==> src/fsg_ram.sv <==
// ----------------------------------------------------------------------------
// fsg_ram
// generic simple dual port ram, one write port, one registered read port
// ----------------------------------------------------------------------------
module fsg_ram #(
   parameter int WIDTH = 8,
   parameter int DEPTH = 16
) (
   input  logic                     clock,
   input  logic                     wr_en,
   input  logic [$clog2(DEPTH)-1:0] wr_addr,
   input  logic [WIDTH-1:0]         wr_data,
   input  logic                     rd_en,
   input  logic [$clog2(DEPTH)-1:0] rd_addr,
   output logic [WIDTH-1:0]         rd_data
);

   logic [WIDTH-1:0] mem [DEPTH];
   logic [WIDTH-1:0] rd_data_ff;

   always_ff @(posedge clock) begin
      if (wr_en) begin
         mem[wr_addr] <= wr_data;
      end
      if (rd_en) begin
         rd_data_ff <= mem[rd_addr];
      end
   end

   assign rd_data = rd_data_ff;

endmodule

==> config.mk <==
export PLATFORM = sky130hd
export DESIGN_NAME = fsg_ram
export DESIGN_NICKNAME = d
export VERILOG_FILES = /design/src/fsg_ram.sv
export SDC_FILE = /design/constraint.sdc
export NUM_CORES = 1
export LEC_CHECK = 0
export ABC_CLOCK_PERIOD_IN_PS = 5300
export CORE_MARGIN = 3
export CORE_UTILIZATION = 56
export CTS_CLUSTER_SIZE = 25
export DETAILED_ROUTE_END_ITERATION = 16
export DONT_BUFFER_PORTS = 1
export GPL_TIMING_DRIVEN = 0
export PLACE_DENSITY = 0.8
export SETUP_SLACK_MARGIN = 0.5
export SYNTH_ARGS = -nofsm -noshare
export SYNTH_HDL_FRONTEND = slang
export SYNTH_SLANG_ARGS = --single-unit
==> constraint.sdc <==
create_clock -name clock -period 5.3 [get_ports clock]
set_clock_uncertainty 0.1 [all_clocks]
set_input_delay 1.06 -clock clock [delete_from_list [all_inputs] [get_ports clock]]
set_output_delay 1.06 -clock clock [all_outputs]
set_load 0.01 [all_outputs]
* Word level (Yosys, flattened, before mapping)
Memories as Yosys holds them, arrays and structs flattened. A register that Yosys moved wholly into a read port is not among the register bits.
Cells that the tools add are included.
** Storage, ports and cells
- Memories :: 1
- Output and inout bits :: 8
- Input port bits :: 19
- Bits in writable memories :: 128
- Logic and storage cells :: 3
- Bits in latches :: 0
- Bits in read-only memories :: 0
- Bits in registers :: 0
** Memories
- mem :: words 16, bits a word 8, read ports 1, clocked after memory_dff 1, wr ports 1, RTL line 18 : logic [WIDTH-1:0] mem [DEPTH];
** Operators by class
- Add/subtract/negate cells :: 0
- Divide/modulo/power cells :: 0
- Bitwise gates (word level) :: 0
- Equality and inequality tests :: 0
- Reduce and logical (&&, ||, !) cells :: 0
- Magnitude comparators :: 0
- Shift operators :: 0
- Mux-type cells :: 2
- Multipliers :: 0
** Operator list (count)
- $mux 1 :: 2

* Logic depth before layout (Yosys ltp)
Gate-level depths: netlist (run 1).
- Depth after elaboration :: 2
- Mapped depth :: 5
- Gate-level depth less buffers :: 3

* Worst setup path before layout (run 1)
OpenSTA, ideal clock, no wires.
- Path type :: input to register
- Start point :: in wr_addr[2]
- End point :: mem mem[0][0], enable pin
- Setup slack :: 2647 ps
- Buffers on the path :: 0
- Data arrival time :: 2170 ps
- Stages :: 2
- Path through :: or3b_2 nor3_1
** RTL lines
- start, declared :: RTL line 11 : input logic [$clog2(DEPTH)-1:0] wr_addr,
- end, declared :: RTL line 18
Straight into the memory's write port.

* Final worst setup path (run 1)
- Start point :: in wr_addr[2]
- End point :: mem mem[0][0], enable pin
Straight into the memory's write port.

==> results of run 1 <==
## registers in the layout (all words and copies together) (netlist names)
name     flops
rd_data      8
mem        128
## cell usage in the layout, fill, tap and decap left out
cell type / synthesis / routed
nand3b_1: 2 / 2
clkinvlp_4: 0 / 2
inv_6: 0 / 1
nor2b_1: 1 / 1
clkinv_1: 0 / 3
nand2b_1: 2 / 2
clkinv_4: 0 / 1
nand2_1: 9 / 9
buf_6: 3 / 3
bufinv_16: 0 / 5
nand3_1: 1 / 1
nor3_1: 4 / 4
mux4_1: 14 / 14
and2b_1: 1 / 1
or3b_2: 1 / 1
nor2_1: 13 / 13
clkbuf_8: 0 / 1
edfxtp_1: 136 / 136
clkbuf_1: 0 / 1
buf_4: 1 / 1
and2_1: 1 / 1
clkbuf_16: 0 / 16
clkinv_2: 0 / 2
mux4_2: 18 / 18
a22oi_1: 16 / 16
clkdlybuf4s25_2: 3 / 3
buf_2: 3 / 3
## cell usage after synthesis, drive strengths merged
library cell / instances
a22oi: 16
and2: 1
and2b: 1
buf: 7
clkdlybuf4s25: 3
edfxtp: 136
mux4: 32
nand2: 9
nand2b: 2
nand3: 1
nand3b: 2
nor2: 13
nor2b: 1
nor3: 4
or3b: 1
## worst reg2reg max path, delay by kind of cell, from the launching register on
family / cells / cell delay (ns)
and+or+nand+nor: 1 / 0.14
DFF: 1 / 0.37
AOI/OAI and AO/OA: 1 / 0.28
muxes: 1 / 0.50
## worst max-delay path by stage
stage / from / endpoint / slack [ns] / cells past startpoint
2_1_floorplan: wr_addr[2] / mem[0][0] / 2.65 / 2
3_3_place_gp: wr_addr[2] / mem[0][1] / 2.21 / 2
3_5_place_dp: wr_addr[2] / mem[0][4] / 2.15 / 2
4_1_cts: wr_addr[2] / mem[0][7] / 2.70 / 2
5_1_grt: wr_addr[2] / mem[0][6] / 2.63 / 2
6_report: wr_addr[2] / mem[0][0] / 2.71 / 2
## per-stage QoR
step	hold WS, ns	setup slack [ns]	util [%]	instances
after floorplan	0.605	2.65	-	229
after global placement	0.636	2.21	60.3	337
after detailed placement	0.647	2.15	60.3	337
after CTS	0.510	2.70	67.3	369
after global routing	0.509	2.63	67.3	369
final	0.530	2.71	67.3	369
## final cells by class
| class | instances | area share, % |
|---|---|---|
| flip-flops and latches | 136 | 68.2 |
| well taps | 108 | 2.26 |
| clock inverters | 14 | 3.41 |
| clock buffers | 18 | 6.98 |
| multi-input cells | 83 | 17.7 |
| plain buffers | 10 | 1.44 |
## report_power, final
part           internal (mW)  leakage, nW  switching, mW
clock                  0.806        0.298          0.418
sequential              1.21         1.24        0.00890
combinational         0.0389        0.418         0.0429
## cell families after synthesis
| logic type | share of synthesized area (%) |
|---|---|
| DFF | 78.1 |
| and+or+nand+nor | 3.14 |
| muxes | 14.8 |
| AOI/OAI and AO/OA | 2.30 |
| buffers and inverters | 1.65 |
## per-layer routing
layer	vias up	GRT usage, %	share of wire, %
met1	1210	29.5	41
met4	0	10.3	2.0
li1	1022	-	-
met3	12	6.02	7.4
met5	-	0	0
met2	117	30.1	50
==> qor.txt, run 1 <==
area leader, netlist - edfxtp_1
Max-Cap Viols - 0
# DRC - 0
placer congestion estimate - 0.733
depth of the CTS H-tree - 4
Area Growth Syn to Fin - 14.5%
hold depth - 0
Reg-to-Reg End - rd_data[7]
DP Area - 5360 µm²
Worst Hold Launch - wr_data[6]
first-pass GRT wire length - 14600 µm
Cell Rows - 34
post-CTS sizing - 0
max incr delay on CP - 1.02 ns
CTS root buf - clkbuf_8
critical path launch point type - input port
Via density - 6.40
die width - 103 µm
Pwr Density - 422 nW/µm²
CTS sink count - 136
via count - 2361
boundary pin count - 27
Slowest-stage cell, CP - nor3_1
Syn Nets - 248
First-pass DRT Iterations - 5
worst hold path type - input port to register
Total Nets Final - 267
worst r2r src - mem[6][7]
detailed placement HPWL - 5770 µm
Final Max Slew Viols - 0
Slew @ Worst Pin - 1.32 ns
WL final - 9760 µm
initial DRC count - 306
Worst VDD drop - 0.285 mV
Core Box Area - 8890 µm²
Yosys cell types - 18
gate count of the mapped netlist - 229
Detail Route Antenna Nets - 0
number of antenna violations at the first check in global routing - 0
Syn Area/Cell - 22.8 µm²
worst-skew pair later-pin latency - 0.52 ns
layout cells sized above 1 - 21.8%
Seq cells post-synth - 136
clock-pin slew on the worst setup and hold paths - 0.06 ns
CTS tree - done
Setup CP Type - input port to register
Worst Path Arrival - 2.62 ns
Tcrit/Tclk final - 48.9%
total gr overflow - 0
Pleak - 1.95 nW
synthesized cell area - 5230 µm²
finished layout cell area - 5980 µm²
max frequency - 386 MHz
post-synth top area share - 78.1%
Final min period - 2.59 ns
height of the die - 103 µm
Buffers & Inverters on Critical Path - 0
setup tns final - 0 ns
largest net degree at the start of global routing - 17
Data required, critical path - 5.33 ns
crit path max fanout - 8
wire per inst - 26.5 µm
die area - 10500 µm²
WHS Endpoint - mem[5][6]
sequential fraction of the synthesis area - 78.1%
synth top area cells - edfxtp_1, mux4_2, mux4_1
vias in the first global route - 2353
register area - 4080 µm²
status - complete, no violations
CTS buffer count - 17
worst reg-to-reg setup slack - 3.63 ns
Synthesis Warnings - 0
Final Hold Viols - 0
fillers - 517
Setup crit end kind - register
starting density of the core - 58.8%
I/O Buffers - 0
CTS max path bufs - 2
CP top delay family - simple AND/OR/NAND/NOR gates
RSZ-0062 raised after global routing - false
Antenna Cells - 0
critical path cell sequence - or3b_2 > nor3_1
hold-fix buffers at CTS - 0
All-Layer GR Usage - 20.8%
total power - 2.53 mW
Post-CTS Setup Inserts - 0
Setup violations, final - 0
Max transition margin - 11.5%
area of the multi-input gates - 1060 µm²
Worst R2R Path Depth - 3
No activity file was read; power rests on OpenSTA's default activity.
==> run 2: changes to the inputs <==
--- a/config.mk
+++ b/config.mk
@@ -5,7 +5,8 @@
 export SDC_FILE = /design/constraint.sdc
 export NUM_CORES = 1
 export LEC_CHECK = 0
-export ABC_CLOCK_PERIOD_IN_PS = 5300
+export ABC_AREA = 1
+export ABC_CLOCK_PERIOD_IN_PS = 2500
 export CORE_MARGIN = 3
 export CORE_UTILIZATION = 56
 export CTS_CLUSTER_SIZE = 25
==> constraint.sdc (replaced) <==
create_clock -name clock -period 2.5 [get_ports clock]
set_clock_uncertainty 0.1 [all_clocks]
set_input_delay 0.5 -clock clock [delete_from_list [all_inputs] [get_ports clock]]
set_output_delay 0.5 -clock clock [all_outputs]
set_load 0.01 [all_outputs]
==> qor.txt, run 2 <==
CTS sink count - 136
worst hold path type - input port to register
worst r2r src - mem[11][2]
I/O Buffers - 0
synth cell count leaders - nand2_1, edfxtp_1, inv_1
Final Max Slew Viols - 0
Reg-to-Reg End - rd_data[2]
most frequent cell after synthesis - nand2_1
XOR/XNOR Fraction of Synth Area - 0%
synthesized cell area - 5850 µm²
Setup violations, final - 0
setup tns final - 0 ns
Max-Cap Viols - 0
Synthesis Warnings - 0
placer congestion estimate - 0.914
Detail Route Antenna Nets - 0
CTS buffer count - 17
Syn Area/Cell - 10.6 µm²
crit path max fanout - 1
DP Cell Count - 684
Post-CTS Setup Inserts - 0
# DRC - 0
detailed placement HPWL - 8850 µm
Total Nets Final - 598
most frequent cells in the layout - nand2_1, edfxtp_1, inv_1
simple-gate share of the synthesized area - 20.8%
Post-Synth Adder-Cell Area - 0%
Setup crit end kind - output port
number of antenna violations at the first check in global routing - 1
largest net degree at the start of global routing - 17
gate count of the mapped netlist - 551
Final Hold Viols - 0
CTS max path bufs - 2
Top reg by flops - mem
number of flip-flops in the largest register - 128
area of the multi-input gates - 1210 µm²
register area - 4080 µm²
Pwr Density - 809 nW/µm²
depth of the CTS H-tree - 4
vias in the first global route - 3847
area leader, netlist - edfxtp_1
commonest non-fill, non-tap cell in the layout - nand2_1
boundary pin count - 27
Yosys cell types - 11
First-pass DRT Iterations - 5
Worst R2R Path Depth - 6
initial DRC count - 537
multiplexer area fraction after synthesis - 0%
hold depth - 2
Cell Rows - 36
height of the die - 108 µm
first-pass GRT wire length - 21200 µm
WL final - 13800 µm
All-Layer GR Usage - 25.6%
max frequency - 645 MHz
Tcrit/Tclk final - 62.0%
Slew @ Worst Pin - 0.861 ns
WHS Endpoint - mem[7][6]
CTS tree - done
Max transition margin - 42.4%
Worst Hold Launch - wr_addr[1]
Seq cells post-synth - 136
wire per inst - 19.1 µm
post-CTS sizing - 0
status - complete, no violations
Area Growth Syn to Fin - 14.6%
layout cells sized above 1 - 9.31%
synth top area cells - edfxtp_1, nand2_1, nand3_1
starting density of the core - 58.7%
EDFF count, synth - 136
CP Depth - 0
fraction of registers with async set/reset - 0%
Pleak - 2.86 nW
die width - 108 µm
Setup CP Type - register to output port
complex-gate fraction of the synthesized area - 0%
Worst VDD drop - 0.572 mV
clock-pin slew on the worst setup and hold paths - 0.06 ns
via count - 3975
post-synth top area share - 69.8%
total gr overflow - 0
Final min period - 1.55 ns
die area - 11700 µm²
CTS root buf - clkbuf_8
Syn Nets - 570
RSZ-0062 raised after global routing - false
worst-skew pair later-pin latency - 0.53 ns
fillers - 698
hold-fix buffers at CTS - 9
Worst Path Arrival - 0.95 ns
worst reg-to-reg setup slack - 1.19 ns
Via density - 5.48
Data required, critical path - 1.90 ns
largest family of logic cells by synthesized area - simple AND/OR/NAND/NOR gates
final non-filler cell total - 725
Core Box Area - 9950 µm²
Synth Flop Type - edfxtp_1
sequential fraction of the synthesis area - 69.8%
critical path launch point type - register
run 2: kinds of logic after synthesis:
group / after synthesis
buffers and inverters: 126
flip-flops: 136
AND/OR/NAND/NOR: 289
run 2: worst max path at each step:
stage | end | from
floorplan | mem[10][0] | wr_addr[2]
global placement | mem[4][1] | wr_addr[3]
detailed placement | mem[9][5] | wr_addr[2]
CTS | rd_data[6] | rd_data[6]
global route | rd_data[5] | rd_data[5]
finish | rd_data[3] | rd_data[3]
run 2: metal layers:
metal	vias up	wire length (µm)	track usage, %
li1	1840	-	-
met1	1832	5400	34.9
met2	259	6220	36.9
met3	44	1710	8.48
met4	0	524	13.3
met5	-	0	0
run 2: through the flow:
step                util, %  power, mW  hold WS, ns  setup WS (ns)  area (µm²)
finish                 67.3       5.42        0.350          0.950        6700
global route           67.3       5.57        0.379          0.912        6700
CTS                    67.3       5.43        0.327          0.924        6700
detailed placement     60.4       2.89        0.500          0.589        6010
global placement       60.4       2.89        0.500          0.610        6010
floorplan                 -       2.81        0.499          0.949        5850
run 2: layout make-up:
type	count	share of cell area (%)
antenna	1	0.0373
buffer	24	2.48
clock buffer	17	6.18
clock inverter	14	2.73
inverter	102	5.71
multi-input combinational	289	18.1
sequential	136	60.9
tap	133	2.48
timing repair buffer	9	1.34
run 2: report_power, final:
group          internal [mW]  switching, mW
Clock                   1.60          0.915
Combinational         0.0901          0.227
Sequential              2.57         0.0193
Total                   4.26           1.16
