## config.mk

```make
export PLATFORM = sky130hd
export DESIGN_NAME = fsg_row_update
export DESIGN_NICKNAME = d
export VERILOG_FILES = /design/src/fsg_pkg.sv /design/src/fsg_row_update.sv
export SDC_FILE = /design/constraint.sdc
export NUM_CORES = 1
export LEC_CHECK = 0
export BUFFER_PORTS_ARGS = -buffer_cell sky130_fd_sc_hd__buf_2
export CAP_MARGIN = 30
export CORE_AREA = 2 2 401 403
export DETAILED_ROUTE_END_ITERATION = 10
export DIE_AREA = 0 0 403 405
export PLACE_DENSITY_LB_ADDON = 0.1
export SYNTH_ARGS = -nofsm -noshare
export SYNTH_HDL_FRONTEND = slang
export SYNTH_SLANG_ARGS = --single-unit
```

## constraint.sdc

```tcl
create_clock -name vclk -period 1.3
set_input_delay 0.26 -clock vclk [all_inputs]
set_output_delay 0.26 -clock vclk [all_outputs]
set_load 0.01 [all_outputs]
```

## src/fsg_pkg.sv

```systemverilog
// ----------------------------------------------------------------------------
// fsg_pkg
// shared types and constants for the falling sand grid block
// ----------------------------------------------------------------------------
package fsg_pkg;

   localparam int GRID_COLUMNS_DEFAULT = 256;
   localparam int GRID_ROWS_DEFAULT    = 256;

   localparam int CMD_WIDTH   = 2;
   localparam int COORD_WIDTH = 8;

   localparam logic [CMD_WIDTH-1:0] CMD_PAINT   = 2'd0;
   localparam logic [CMD_WIDTH-1:0] CMD_ADVANCE = 2'd1;
   localparam logic [CMD_WIDTH-1:0] CMD_READ    = 2'd2;

   typedef struct packed {
      logic [CMD_WIDTH-1:0]   cmd;
      logic [COORD_WIDTH-1:0] row;
      logic [COORD_WIDTH-1:0] column;
   } req_type;

   typedef struct packed {
      logic                 cell_value;
      logic [CMD_WIDTH-1:0] done_cmd;
   } rsp_type;

endpackage

```

## src/fsg_row_update.sv

```systemverilog
// ----------------------------------------------------------------------------
// fsg_row_update
// next generation of one grid row from the old rows above, at and below it
// ----------------------------------------------------------------------------
module fsg_row_update #(
   parameter int COLUMNS = fsg_pkg::GRID_COLUMNS_DEFAULT
) (
   input  logic [COLUMNS-1:0] above_row,
   input  logic [COLUMNS-1:0] mid_row,
   input  logic [COLUMNS-1:0] below_row,
   output logic [COLUMNS-1:0] next_row
);

   // two pad cells each side: off-grid counts as empty above, blocked elsewhere
   logic [COLUMNS+3:0] above_pad;
   logic [COLUMNS+3:0] mid_pad;
   logic [COLUMNS+3:0] below_pad;

   assign above_pad = {2'b00, above_row, 2'b00};
   assign mid_pad   = {2'b11, mid_row, 2'b11};
   assign below_pad = {2'b11, below_row, 2'b11};

   always_comb begin
      for (int c = 0; c < COLUMNS; c++) begin
         next_row[c] =
            // grain stays: below and both diagonals blocked
            (mid_pad[c+2] & below_pad[c+2] & below_pad[c+1] & below_pad[c+3]) |
            // falls straight in from above
            (above_pad[c+2] & ~mid_pad[c+2]) |
            // slides down-right from the upper left, its down-left blocked
            (above_pad[c+1] & mid_pad[c+1] & ~mid_pad[c+2] & mid_pad[c]) |
            // slides down-left from the upper right
            (above_pad[c+3] & mid_pad[c+3] & ~mid_pad[c+2]);
      end
   end

endmodule

```

* Yosys cells after proc, flatten, opt, wreduce, memory -nomap -nowiden
Cells that the tools add are included.
Word-level totals: register bits after elaboration 0, bits of input ports 768, output and inout port bits 256, word-level logic and storage cells 3064
Operators by class: bitwise logic cells 3064
Operators by type and width (number):
- bitwise AND 1 bit | 2042
- bitwise OR 1 bit | 766
- NOT 1 bit | 256

* Depth between registers and ports, before layout
Gate-level depths: netlist (run 1).
depth after elaboration 6, mapped depth 2

* Least setup slack after synthesis (run 1)
OpenSTA, ideal clock, no wires.
kind input-to-output, from input mid_row[101], to output next_row[100], arrival 612 ps, slack 428 ps, stages on the path 2, path buffers 0, cell sequence a211oi_1 -> a22oi_1
Between the ends: cells in the longest elaborated chain, start to end 3
RTL lines:
- start: declaration | RTL line fsg_row_update.sv:9 | input logic [COLUMNS-1:0] mid_row,
- bitwise AND 1 bit (2 in series) | RTL line fsg_row_update.sv:33 | (above_pad[c+3] & mid_pad[c+3] & ~mid_pad[c+2]);
- bitwise OR 1 bit | RTL line fsg_row_update.sv:31 | (above_pad[c+1] & mid_pad[c+1] & ~mid_pad[c+2] & mid_pad[c]) |
- end: declaration | RTL line fsg_row_update.sv:11 | output logic [COLUMNS-1:0] next_row
Every way passes these cells.

* Worst setup path in the final report (run 1)
from input mid_row[152], to output next_row[153]
Between the ends: cells in the longest elaborated chain, start to end 5
RTL lines:
- bitwise AND 1 bit (3 in series) | RTL line fsg_row_update.sv:31
- bitwise OR 1 bit | RTL line fsg_row_update.sv:29 | (above_pad[c+2] & ~mid_pad[c+2]) |
- bitwise OR 1 bit | RTL line fsg_row_update.sv:31
Every way passes these cells.

==> results of run 1 <==
[power by group through the flow]
stage	sequential, W	combinational, W	clock, W
4_1_cts	0	0.00676	0
2_1_floorplan	0	0.00141	0
6_report	0	0.00670	0.00000000300
3_3_place_gp	0	0.00612	0
5_1_grt	0	0.00712	0.00000000196
3_5_place_dp	0	0.00605	0
[area by class of cell]
class,count,area (µm²)
multi-input cells,1022,7960
well taps,2086,2610
fillers,19000,141000
repair buffers,1147,7330
diodes,29,72.6
[cell families after synthesis]
kind of cell    Yosys count  synth area share
simple gates            510             0.399
compound gates          512             0.601
[routing by layer]
| metal | vias up | global-route usage | part of all wire |
|---|---|---|---|
| met5 | - | 0 | 0.0046 |
| li1 | 6945 | - | - |
| met4 | 78 | 0.0439 | 0.043 |
| met1 | 7117 | 0.110 | 0.32 |
| met3 | 187 | 0.0384 | 0.080 |
| met2 | 781 | 0.240 | 0.55 |
[timing repair]
item	in CTS	in global routing
buffers inserted	11	0
resized for setup	528	130
cloned	0	0
setup endpoints to repair	108	100
pin swaps	136	107
[cells in the mapped netlist (all sizes together)]
master  instances
a211oi        254
nand2           2
a22oi         254
a21oi           2
a311oi          1
nand3         508
o21ai           1
[per-stage QoR]
stage	hold WS (ns)	total power, W	util
3_3_place_gp	0.812	0.00612	0.0976
2_1_floorplan	0.597	0.00141	-
4_1_cts	0.810	0.00676	0.110
3_5_place_dp	0.809	0.00605	0.0976
5_1_grt	0.814	0.00712	0.113
6_report	0.808	0.00670	0.113
[worst min-delay path by stage]
stage,cells after the start,end,slack (ns),from
3_5_place_dp,3,next_row[255],0.81,mid_row[255]
3_3_place_gp,3,next_row[255],0.81,mid_row[255]
2_1_floorplan,1,next_row[255],0.60,mid_row[255]
4_1_cts,3,next_row[255],0.81,mid_row[255]
6_report,3,next_row[255],0.81,mid_row[255]
5_1_grt,3,next_row[255],0.81,mid_row[255]
[layout by cell type, fill, tap and decap left out]
cell | synthesis | final
sky130_fd_sc_hd__clkbuf_4 | 0 | 5
sky130_fd_sc_hd__nand3_2 | 0 | 44
sky130_fd_sc_hd__buf_8 | 0 | 24
sky130_fd_sc_hd__nand3_4 | 0 | 12
sky130_fd_sc_hd__a211oi_2 | 0 | 101
sky130_fd_sc_hd__a211oi_4 | 0 | 18
sky130_fd_sc_hd__a211oi_1 | 254 | 135
sky130_fd_sc_hd__buf_6 | 0 | 107
sky130_fd_sc_hd__buf_12 | 0 | 16
sky130_fd_sc_hd__nand2_1 | 2 | 2
sky130_fd_sc_hd__a22oi_1 | 254 | 159
sky130_fd_sc_hd__buf_2 | 0 | 831
sky130_fd_sc_hd__nand3_1 | 508 | 452
sky130_fd_sc_hd__a22oi_2 | 0 | 95
sky130_fd_sc_hd__buf_16 | 0 | 1
sky130_fd_sc_hd__o21ai_0 | 1 | 1
sky130_fd_sc_hd__buf_4 | 0 | 163
sky130_fd_sc_hd__diode_2 | 0 | 29
sky130_fd_sc_hd__a311oi_1 | 1 | 1
sky130_fd_sc_hd__a21oi_1 | 2 | 2
==> insert_results.sql, run 1 <==
INSERT INTO impl_metrics (metric_group, metric, value, unit) VALUES
('critical_path', 'worstSetupStartpoint', 'mid_row[152]', ''),
('placement', 'pre_cts_slack', '-0.653', 'ns'),
('sta', 'final.setup.tns', '-0.485', 'ns'),
('critical_path', 'data_required_time_of_the_critical_path', '1.04', 'ns'),
('logic_synthesis', 'synthesis.instances', '1022', ''),
('power', 'power_density', '372', 'nW/µm²'),
('finish', 'finish.instance_area', '18000', 'µm²'),
('power', 'p_sw_frac', '0.574', ''),
('critical_path', 'cp_cell_sequence', 'buf_12 > buf_8 > nand3_4 > a22oi_2 > buf_4 > buf_6', ''),
('sta', 'fin_crit_sh', '1.09', ''),
('finish', 'final-instance-count-excl-fill', '4284', ''),
('die', 'io_pins', '1024', ''),
('logic_synthesis', 'synth-seq-area-share', '0', ''),
('placement', 'dp_cells', '4310', ''),
('die', 'die_w', '403', 'µm'),
('die', 'initial_core_util', '0.0401', ''),
('critical_path', 'setup.worst_path.class', 'input pin to output port', ''),
('die', 'placementRows', '147', ''),
('finish', 'share_of_cells_above_drive_strength_1', '0.653', ''),
('power', 'power.combinational.fraction', '1.000', ''),
('finish', 'area_growth', '181', '%'),
('critical_path', 'critPathLaunchType', 'input pin', ''),
('logic_synthesis', 'synth_top_cell_area_share', '0.398', ''),
('global_routing', 'grt_first_pass_wirelength', '136', 'mm'),
('critical_path', 'cp_slowest_cell', 'sky130_fd_sc_hd__a22oi_2', ''),
('drt', 'postRouteWirelength', '105', 'mm'),
('global_routing', 'number_of_global_route_vias_before_repair', '16100', ''),
('critical_path', 'critical_path_cell_count', '6', ''),
('drt', 'drt-initial-drc-count', '731', ''),
('logic_synthesis', 'syn-num-nets', '1790', ''),
('logic_synthesis', 'synth_area_per_cell', '6.25', 'µm²'),
('sta', 'max_slew_violation_total_from_the_final_report', '0', ''),
('hold_path', 'min-delay-path-class', 'input pin to output port', ''),
('drt', 'wire_per_inst', '24.6', 'µm'),
('die', 'die_outline_area', '163000', 'µm²'),
('placement', 'place_congestion', '0.921', ''),
('logic_synthesis', 'netlist_top_cells_area', 'sky130_fd_sc_hd__nand3_1 40%, sky130_fd_sc_hd__a211oi_1 30%, sky130_fd_sc_hd__a22oi_1 30%, sky130_fd_sc_hd__a21oi_1 0.16%, sky130_fd_sc_hd__a311oi_1 0.14%', ''),
('logic_synthesis', 'synth.yosys.warnings', '0', ''),
('power', 'power_report.internal_total', '0.00286', 'W'),
('placement', 'buffer_ports.inserted', '1024', ''),
('drt', 'postRouteAntennaNets', '0', ''),
('drt', 'viasPerCell', '3.53', ''),
('finish', 'design.final.nets', '2939', ''),
('drt', 'drc', '0', ''),
('sta', 'rsz0062_at_grt', 'true', ''),
('critical_path', 'critical_path.top_delay_family', 'buffers and inverters', ''),
('run_status', 'violations_in_the_final_reports', 'setup timing', ''),
('flow_run', 'drv.max_cap_violation_count', '0', ''),
('power', 'net_switching_power_of_the_design', '0.00384', 'W'),
('run_status', 'status', 'finished with violations', ''),
('logic_synthesis', 'cell_accounting_for_the_most_synthesized_area', 'sky130_fd_sc_hd__nand3_1', ''),
('logic_synthesis', 'syn-cell-area', '6390', 'µm²'),
('critical_path', 'worst_setup_path_end_kind', 'output port', ''),
('global_routing', 'grtUsageTotal', '0.120', ''),
('die', 'placeableCoreArea', '159000', 'µm²'),
('finish', 'clkbuf_count', '0', ''),
('global_routing', 'pin_count_of_the_biggest_net_entering_global_routing', '6', ''),
('power', 'share_seq_of_total_power', '0', ''),
('sta', 'final.setup.worst_slack', '-0.122', 'ns'),
('sta', 'count_of_endpoints_failing_hold_in_the_final_timing_report', '0', ''),
('global_routing', 'antenna_found_initial', '89', ''),
('placement', 'hpwl', '99.5', 'mm'),
('drt', 'detailroute.via_count', '15100', ''),
('cts', 'cts_hold_repair.buffers', '0', ''),
('critical_path', 'cpPeakStageDelay', '0.28', 'ns'),
('sta', 'setup-violations-final', '11', ''),
('sta', 'min_cycle_time_layout', '1.42', 'ns'),
('critical_path', 'crit_arrival', '1.16', 'ns'),
('drt', 'dr.pass1.iters', '5', ''),
('critical_path', 'critical_path_buf_inv_count', '4', ''),
('critical_path', 'path_max_fanout', '3', '');
Power figures use the tool's default switching activity.
==> run 2, diff against run 1 <==
- BUFFER_PORTS_ARGS: -buffer_cell sky130_fd_sc_hd__buf_2 -> not set
- CORE_AREA: 2 2 401 403 -> 2 2 399 401
- DIE_AREA: 0 0 403 405 -> 0 0 401 403
- DONT_BUFFER_PORTS: not set -> 1
==> insert_results.sql, run 2 (synthesis results as in run 1) <==
INSERT INTO impl_metrics (metric_group, metric, value, unit) VALUES
('flow_run', 'drv.max_cap_violation_count', '0', ''),
('finish', 'layout.cells.most_common', 'sky130_fd_sc_hd__nand3_1', ''),
('power', 'p_leak', '2.89', 'nW'),
('global_routing', 'grtUsageTotal', '0.110', ''),
('die', 'io_pins', '1024', ''),
('finish', 'fill_cells', '18700', ''),
('die', 'die_w', '401', 'µm'),
('global_routing', 'grt.overflow.total', '0', ''),
('drt', 'postRouteAntennaNets', '0', ''),
('drt', 'wire_per_inst', '28.7', 'µm'),
('critical_path', 'worst_setup_path_end_kind', 'output port', ''),
('sta', 'final.setup.worst_slack', '-0.0407', 'ns'),
('placement', 'place_congestion', '1.02', ''),
('die', 'placementRows', '146', ''),
('finish', 'area.sequential', '0', 'µm²'),
('run_status', 'violations_in_the_final_reports', 'setup timing', ''),
('sta', 'fin_hold_ws', '0.607', 'ns'),
('finish', 'area_growth', '73.7', '%'),
('die', 'die_height', '403', 'µm'),
('drt', 'detailroute.via_count', '11900', ''),
('global_routing', 'pin_count_of_the_biggest_net_entering_global_routing', '6', ''),
('critical_path', 'crit_arrival', '1.08', 'ns'),
('drt', 'drc', '0', ''),
('die', 'initial_core_util', '0.0406', ''),
('sta', 'rsz0062_at_grt', 'true', ''),
('drt', 'postRouteWirelength', '95.7', 'mm'),
('placement', 'pre_cts_slack', '-0.628', 'ns'),
('sta', 'worst_pin_slew', '0.544', 'ns'),
('critical_path', 'data_required_time_of_the_critical_path', '1.04', 'ns'),
('finish', 'share_of_cells_above_drive_strength_1', '0.228', ''),
('sta', 'count_of_endpoints_failing_hold_in_the_final_timing_report', '0', ''),
('global_routing', 'antenna_found_initial', '3', ''),
('placement', 'hpwl', '90.6', 'mm'),
('finish', 'layout.core_utilization', '0.0705', ''),
('finish', 'commonest_cells_after_routing_fill_and_taps_aside', '502 x sky130_fd_sc_hd__nand3_1, 241 x sky130_fd_sc_hd__buf_4, 239 x sky130_fd_sc_hd__a211oi_1', ''),
('power', 'power_density', '301', 'nW/µm²'),
('finish', 'clkbuf_count', '0', ''),
('sta', 'maxSlewHeadroom', '0.638', ''),
('critical_path', 'critPathLaunchType', 'input pin', ''),
('power', 'ir_worst_vdd', '115', 'µV'),
('hold_path', 'min-delay-path-class', 'input pin to output port', ''),
('sta', 'fmaxAchievable', '746', 'MHz'),
('global_routing', 'number_of_global_route_vias_before_repair', '12200', ''),
('global_routing', 'grt_first_pass_wirelength', '122', 'mm'),
('critical_path', 'path_max_fanout', '5', ''),
('critical_path', 'setup.worst_path.class', 'input pin to output port', ''),
('drt', 'viasPerCell', '3.57', ''),
('die', 'die_outline_area', '162000', 'µm²'),
('drt', 'dr.pass1.iters', '5', ''),
('sta', 'setup-violations-final', '2', ''),
('finish', 'numSequentialCells', '0', ''),
('drt', 'drt-initial-drc-count', '904', ''),
('sta', 'fin_crit_sh', '1.03', ''),
('finish', 'design.final.nets', '2035', ''),
('sta', 'min_cycle_time_layout', '1.34', 'ns'),
('die', 'placeableCoreArea', '157000', 'µm²'),
('placement', 'buffer_ports.inserted', '0', ''),
('sta', 'max_slew_violation_total_from_the_final_report', '0', ''),
('run_status', 'status', 'finished with violations', '');
[run 2: cell types whose count changed in the layout (fill, tap and decap cells not counted), moves of 16 or more]
cell	change
sky130_fd_sc_hd__buf_2	-831
sky130_fd_sc_hd__buf_6	-107
sky130_fd_sc_hd__a211oi_1	+104
sky130_fd_sc_hd__a211oi_2	-88
sky130_fd_sc_hd__buf_4	+78
sky130_fd_sc_hd__a22oi_1	+71
sky130_fd_sc_hd__a22oi_2	-71
sky130_fd_sc_hd__nand3_1	+50
sky130_fd_sc_hd__nand3_2	-41
sky130_fd_sc_hd__diode_2	-25
sky130_fd_sc_hd__buf_8	-23
sky130_fd_sc_hd__a211oi_4	-16
[run 2: worst max-delay path, cell delays in order]
cell and delay (ns):
sky130_fd_sc_hd__a211oi_4 0.40, sky130_fd_sc_hd__a22oi_2 0.23, sky130_fd_sc_hd__buf_4 0.19
[run 2: what timing repair did]
item / in CTS / in global routing
hold buffers: 0 / 0
endpoints found under the setup margin: 21 / 20
buffers inserted: 0 / 0
pin swaps: 9 / 10
gates resized for setup: 34 / 18
[run 2: power breakdown]
| group | internal, W | leakage, nW | switching, W | total, W |
|---|---|---|---|---|
| clock network | 0.000000000439 | 0.0000254 | 0 | 0.000000000439 |
| logic | 0.00148 | 2.89 | 0.00186 | 0.00334 |
| registers | 0 | 0 | 0 | 0 |
[run 2: final timing paths]
check                   startpoint       endpoint  depth (start not counted)
worst max-delay path  mid_row[146]  next_row[145]                          3
worst min-delay path  mid_row[255]  next_row[255]                          1
[run 2: layout make-up]
cell class / instances / area (µm²) / share of cell area
antenna: 4 / 10.0 / 0.000902
multi-input combinational: 1022 / 6650 / 0.599
tap: 2072 / 2590 / 0.234
timing repair buffer: 243 / 1840 / 0.166
[run 2: per-layer routing]
metal	part of all wire	global-route usage
met5	0	0
met2	0.53	0.211
met1	0.24	0.0770
met4	0.088	0.0802
met3	0.14	0.0627
[run 2: through the flow]
| stage | setup TNS (ns) | cell area (µm²) | power, W | std cells |
|---|---|---|---|---|
| after floorplan | 0 | 6390 | 0.00141 | 1022 |
| after global placement | -3.07 | 10800 | 0.00341 | 3338 |
| after detailed placement | -3.01 | 10800 | 0.00340 | 3338 |
| after CTS | -0.0637 | 11000 | 0.00345 | 3337 |
| after global routing | -0.0710 | 11100 | 0.00352 | 3341 |
| final | -0.0467 | 11100 | 0.00334 | 3341 |
==> run 3, diff against run 2 <==
- SLEW_MARGIN: not set -> 30
- TNS_END_PERCENT: not set -> 100
- clock period: 1.3 -> 1.6 ns (I/O delays scaled with it)
==> insert_results.sql, run 3 (synthesis results as in run 1) <==
INSERT INTO impl_metrics (metric_group, metric, value, unit) VALUES
('placement', 'hpwl', '91.7', 'mm'),
('drt', 'postRouteWirelength', '96.7', 'mm'),
('power', 'p_sw_frac', '0.571', ''),
('placement', 'pre_cts_slack', '-0.532', 'ns'),
('drt', 'viasPerCell', '3.57', ''),
('sta', 'rsz0062_at_grt', 'false', ''),
('die', 'placeableCoreArea', '157000', 'µm²'),
('power', 'finalPower', '0.00259', 'W'),
('drt', 'drc', '0', ''),
('sta', 'count_of_endpoints_failing_hold_in_the_final_timing_report', '0', ''),
('finish', 'commonest_cells_after_routing_fill_and_taps_aside', '508 x sky130_fd_sc_hd__nand3_1, 250 x sky130_fd_sc_hd__a211oi_1, 245 x sky130_fd_sc_hd__a22oi_1', ''),
('flow_run', 'drv.max_cap_violation_count', '0', ''),
('sta', 'maxSlewHeadroom', '0.582', ''),
('placement', 'dp_cells', '3309', ''),
('sta', 'fin_crit_sh', '0.977', ''),
('critical_path', 'critPathLaunchType', 'input pin', ''),
('finish', 'layout.cells.most_common', 'sky130_fd_sc_hd__nand3_1', ''),
('finish', 'numSequentialCells', '0', ''),
('hold_path', 'min-delay-path-class', 'input pin to output port', ''),
('global_routing', 'grt_first_pass_wirelength', '122', 'mm'),
('die', 'die_w', '401', 'µm'),
('drt', 'wire_per_inst', '29.2', 'µm'),
('critical_path', 'setup.worst_path.class', 'input pin to output port', ''),
('critical_path', 'crit_arrival', '1.24', 'ns'),
('drt', 'postRouteAntennaNets', '0', ''),
('sta', 'min_cycle_time_layout', '1.56', 'ns'),
('drt', 'dr.pass1.iters', '7', ''),
('die', 'die_outline_area', '162000', 'µm²'),
('die', 'placementRows', '146', ''),
('sta', 'worst_pin_slew', '0.628', 'ns'),
('die', 'io_pins', '1024', ''),
('power', 'power.share.clock', '0', ''),
('sta', 'fmaxAchievable', '640', 'MHz'),
('power', 'power_report.internal_total', '0.00111', 'W'),
('finish', 'antenna-diode-count', '0', ''),
('critical_path', 'worst_setup_path_end_kind', 'output port', ''),
('finish', 'final-instance-count-excl-fill', '3309', ''),
('critical_path', 'data_required_time_of_the_critical_path', '1.28', 'ns'),
('die', 'die_height', '403', 'µm'),
('cts', 'post_cts_resized', '13', ''),
('cts', 'cts_setup_buffers', '0', ''),
('global_routing', 'grtUsageTotal', '0.110', ''),
('critical_path', 'path_max_fanout', '5', ''),
('sta', 'fin_hold_ws', '0.726', 'ns'),
('run_status', 'status', 'complete, no violations', ''),
('finish', 'clkbuf_count', '0', ''),
('power', 'ir_worst_vdd', '102', 'µV'),
('cts', 'cts_hold_repair.buffers', '0', ''),
('finish', 'area.sequential', '0', 'µm²'),
('power', 'net_switching_power_of_the_design', '0.00148', 'W'),
('global_routing', 'grt.overflow.total', '0', ''),
('sta', 'setup-violations-final', '0', ''),
('power', 'power.combinational.fraction', '1.000', ''),
('global_routing', 'antenna_found_initial', '0', ''),
('global_routing', 'number_of_global_route_vias_before_repair', '11800', ''),
('sta', 'final.setup.worst_slack', '0.0374', 'ns'),
('finish', 'area_growth', '67.1', '%'),
('placement', 'buffer_ports.inserted', '0', ''),
('power', 'p_leak', '2.73', 'nW'),
('power', 'share_seq_of_total_power', '0', ''),
('drt', 'detailroute.via_count', '11800', ''),
('global_routing', 'pin_count_of_the_biggest_net_entering_global_routing', '6', ''),
('drt', 'drt-initial-drc-count', '1052', ''),
('power', 'power_density', '243', 'nW/µm²'),
('finish', 'design.final.nets', '2007', ''),
('sta', 'max_slew_violation_total_from_the_final_report', '0', ''),
('placement', 'place_congestion', '1.00', ''),
('die', 'initial_core_util', '0.0406', ''),
('finish', 'share_of_cells_above_drive_strength_1', '0.184', '');
[run 3: cell types whose count changed in the layout (fill, tap and decap cells not counted), sizes merged]
cell	before	now
buf	243	215
diode	4	0
[run 3: cell type report]
type,count,area [µm²]
fillers,18700,147000
multi-input cells,1022,6470
well taps,2072,2590
repair buffers,215,1610
[run 3: worst max-delay path, cell delays in order]
cell and delay [ns]:
sky130_fd_sc_hd__nand3_1 0.09, sky130_fd_sc_hd__a22oi_1 0.51, sky130_fd_sc_hd__buf_4 0.20, sky130_fd_sc_hd__buf_4 0.11
[run 3: metal layers]
metal,GRT usage,part of all wire,vias to the layer above
li1,-,-,5049
met5,0,0,-
met2,0.225,0.55,915
met1,0.0786,0.25,5754
met3,0.0634,0.15,102
met4,0.0522,0.057,0
[run 3: power by group through the flow]
stage / registers [W] / clock network (W) / logic (W)
floorplan: 0 / 0 / 0.00115
global placement: 0 / 0 / 0.00269
detailed placement: 0 / 0 / 0.00268
CTS: 0 / 0 / 0.00270
global route: 0 / 0 / 0.00274
finish: 0 / 0 / 0.00259
[run 3: worst paths after layout]
kind,startpoint,to,slack (ns),cells past startpoint
worst min-delay path,mid_row[255],next_row[255],0.73,1
worst max-delay path,mid_row[140],next_row[141],0.04,4
[run 3: through the flow]
stage	cell area (µm²)	TNS (ns)	utilization
4_1_cts	10700	0	0.0678
2_1_floorplan	6390	0	-
3_5_place_dp	10600	-1.02	0.0673
3_3_place_gp	10600	-1.53	0.0673
6_report	10700	0	0.0678
5_1_grt	10700	0	0.0678
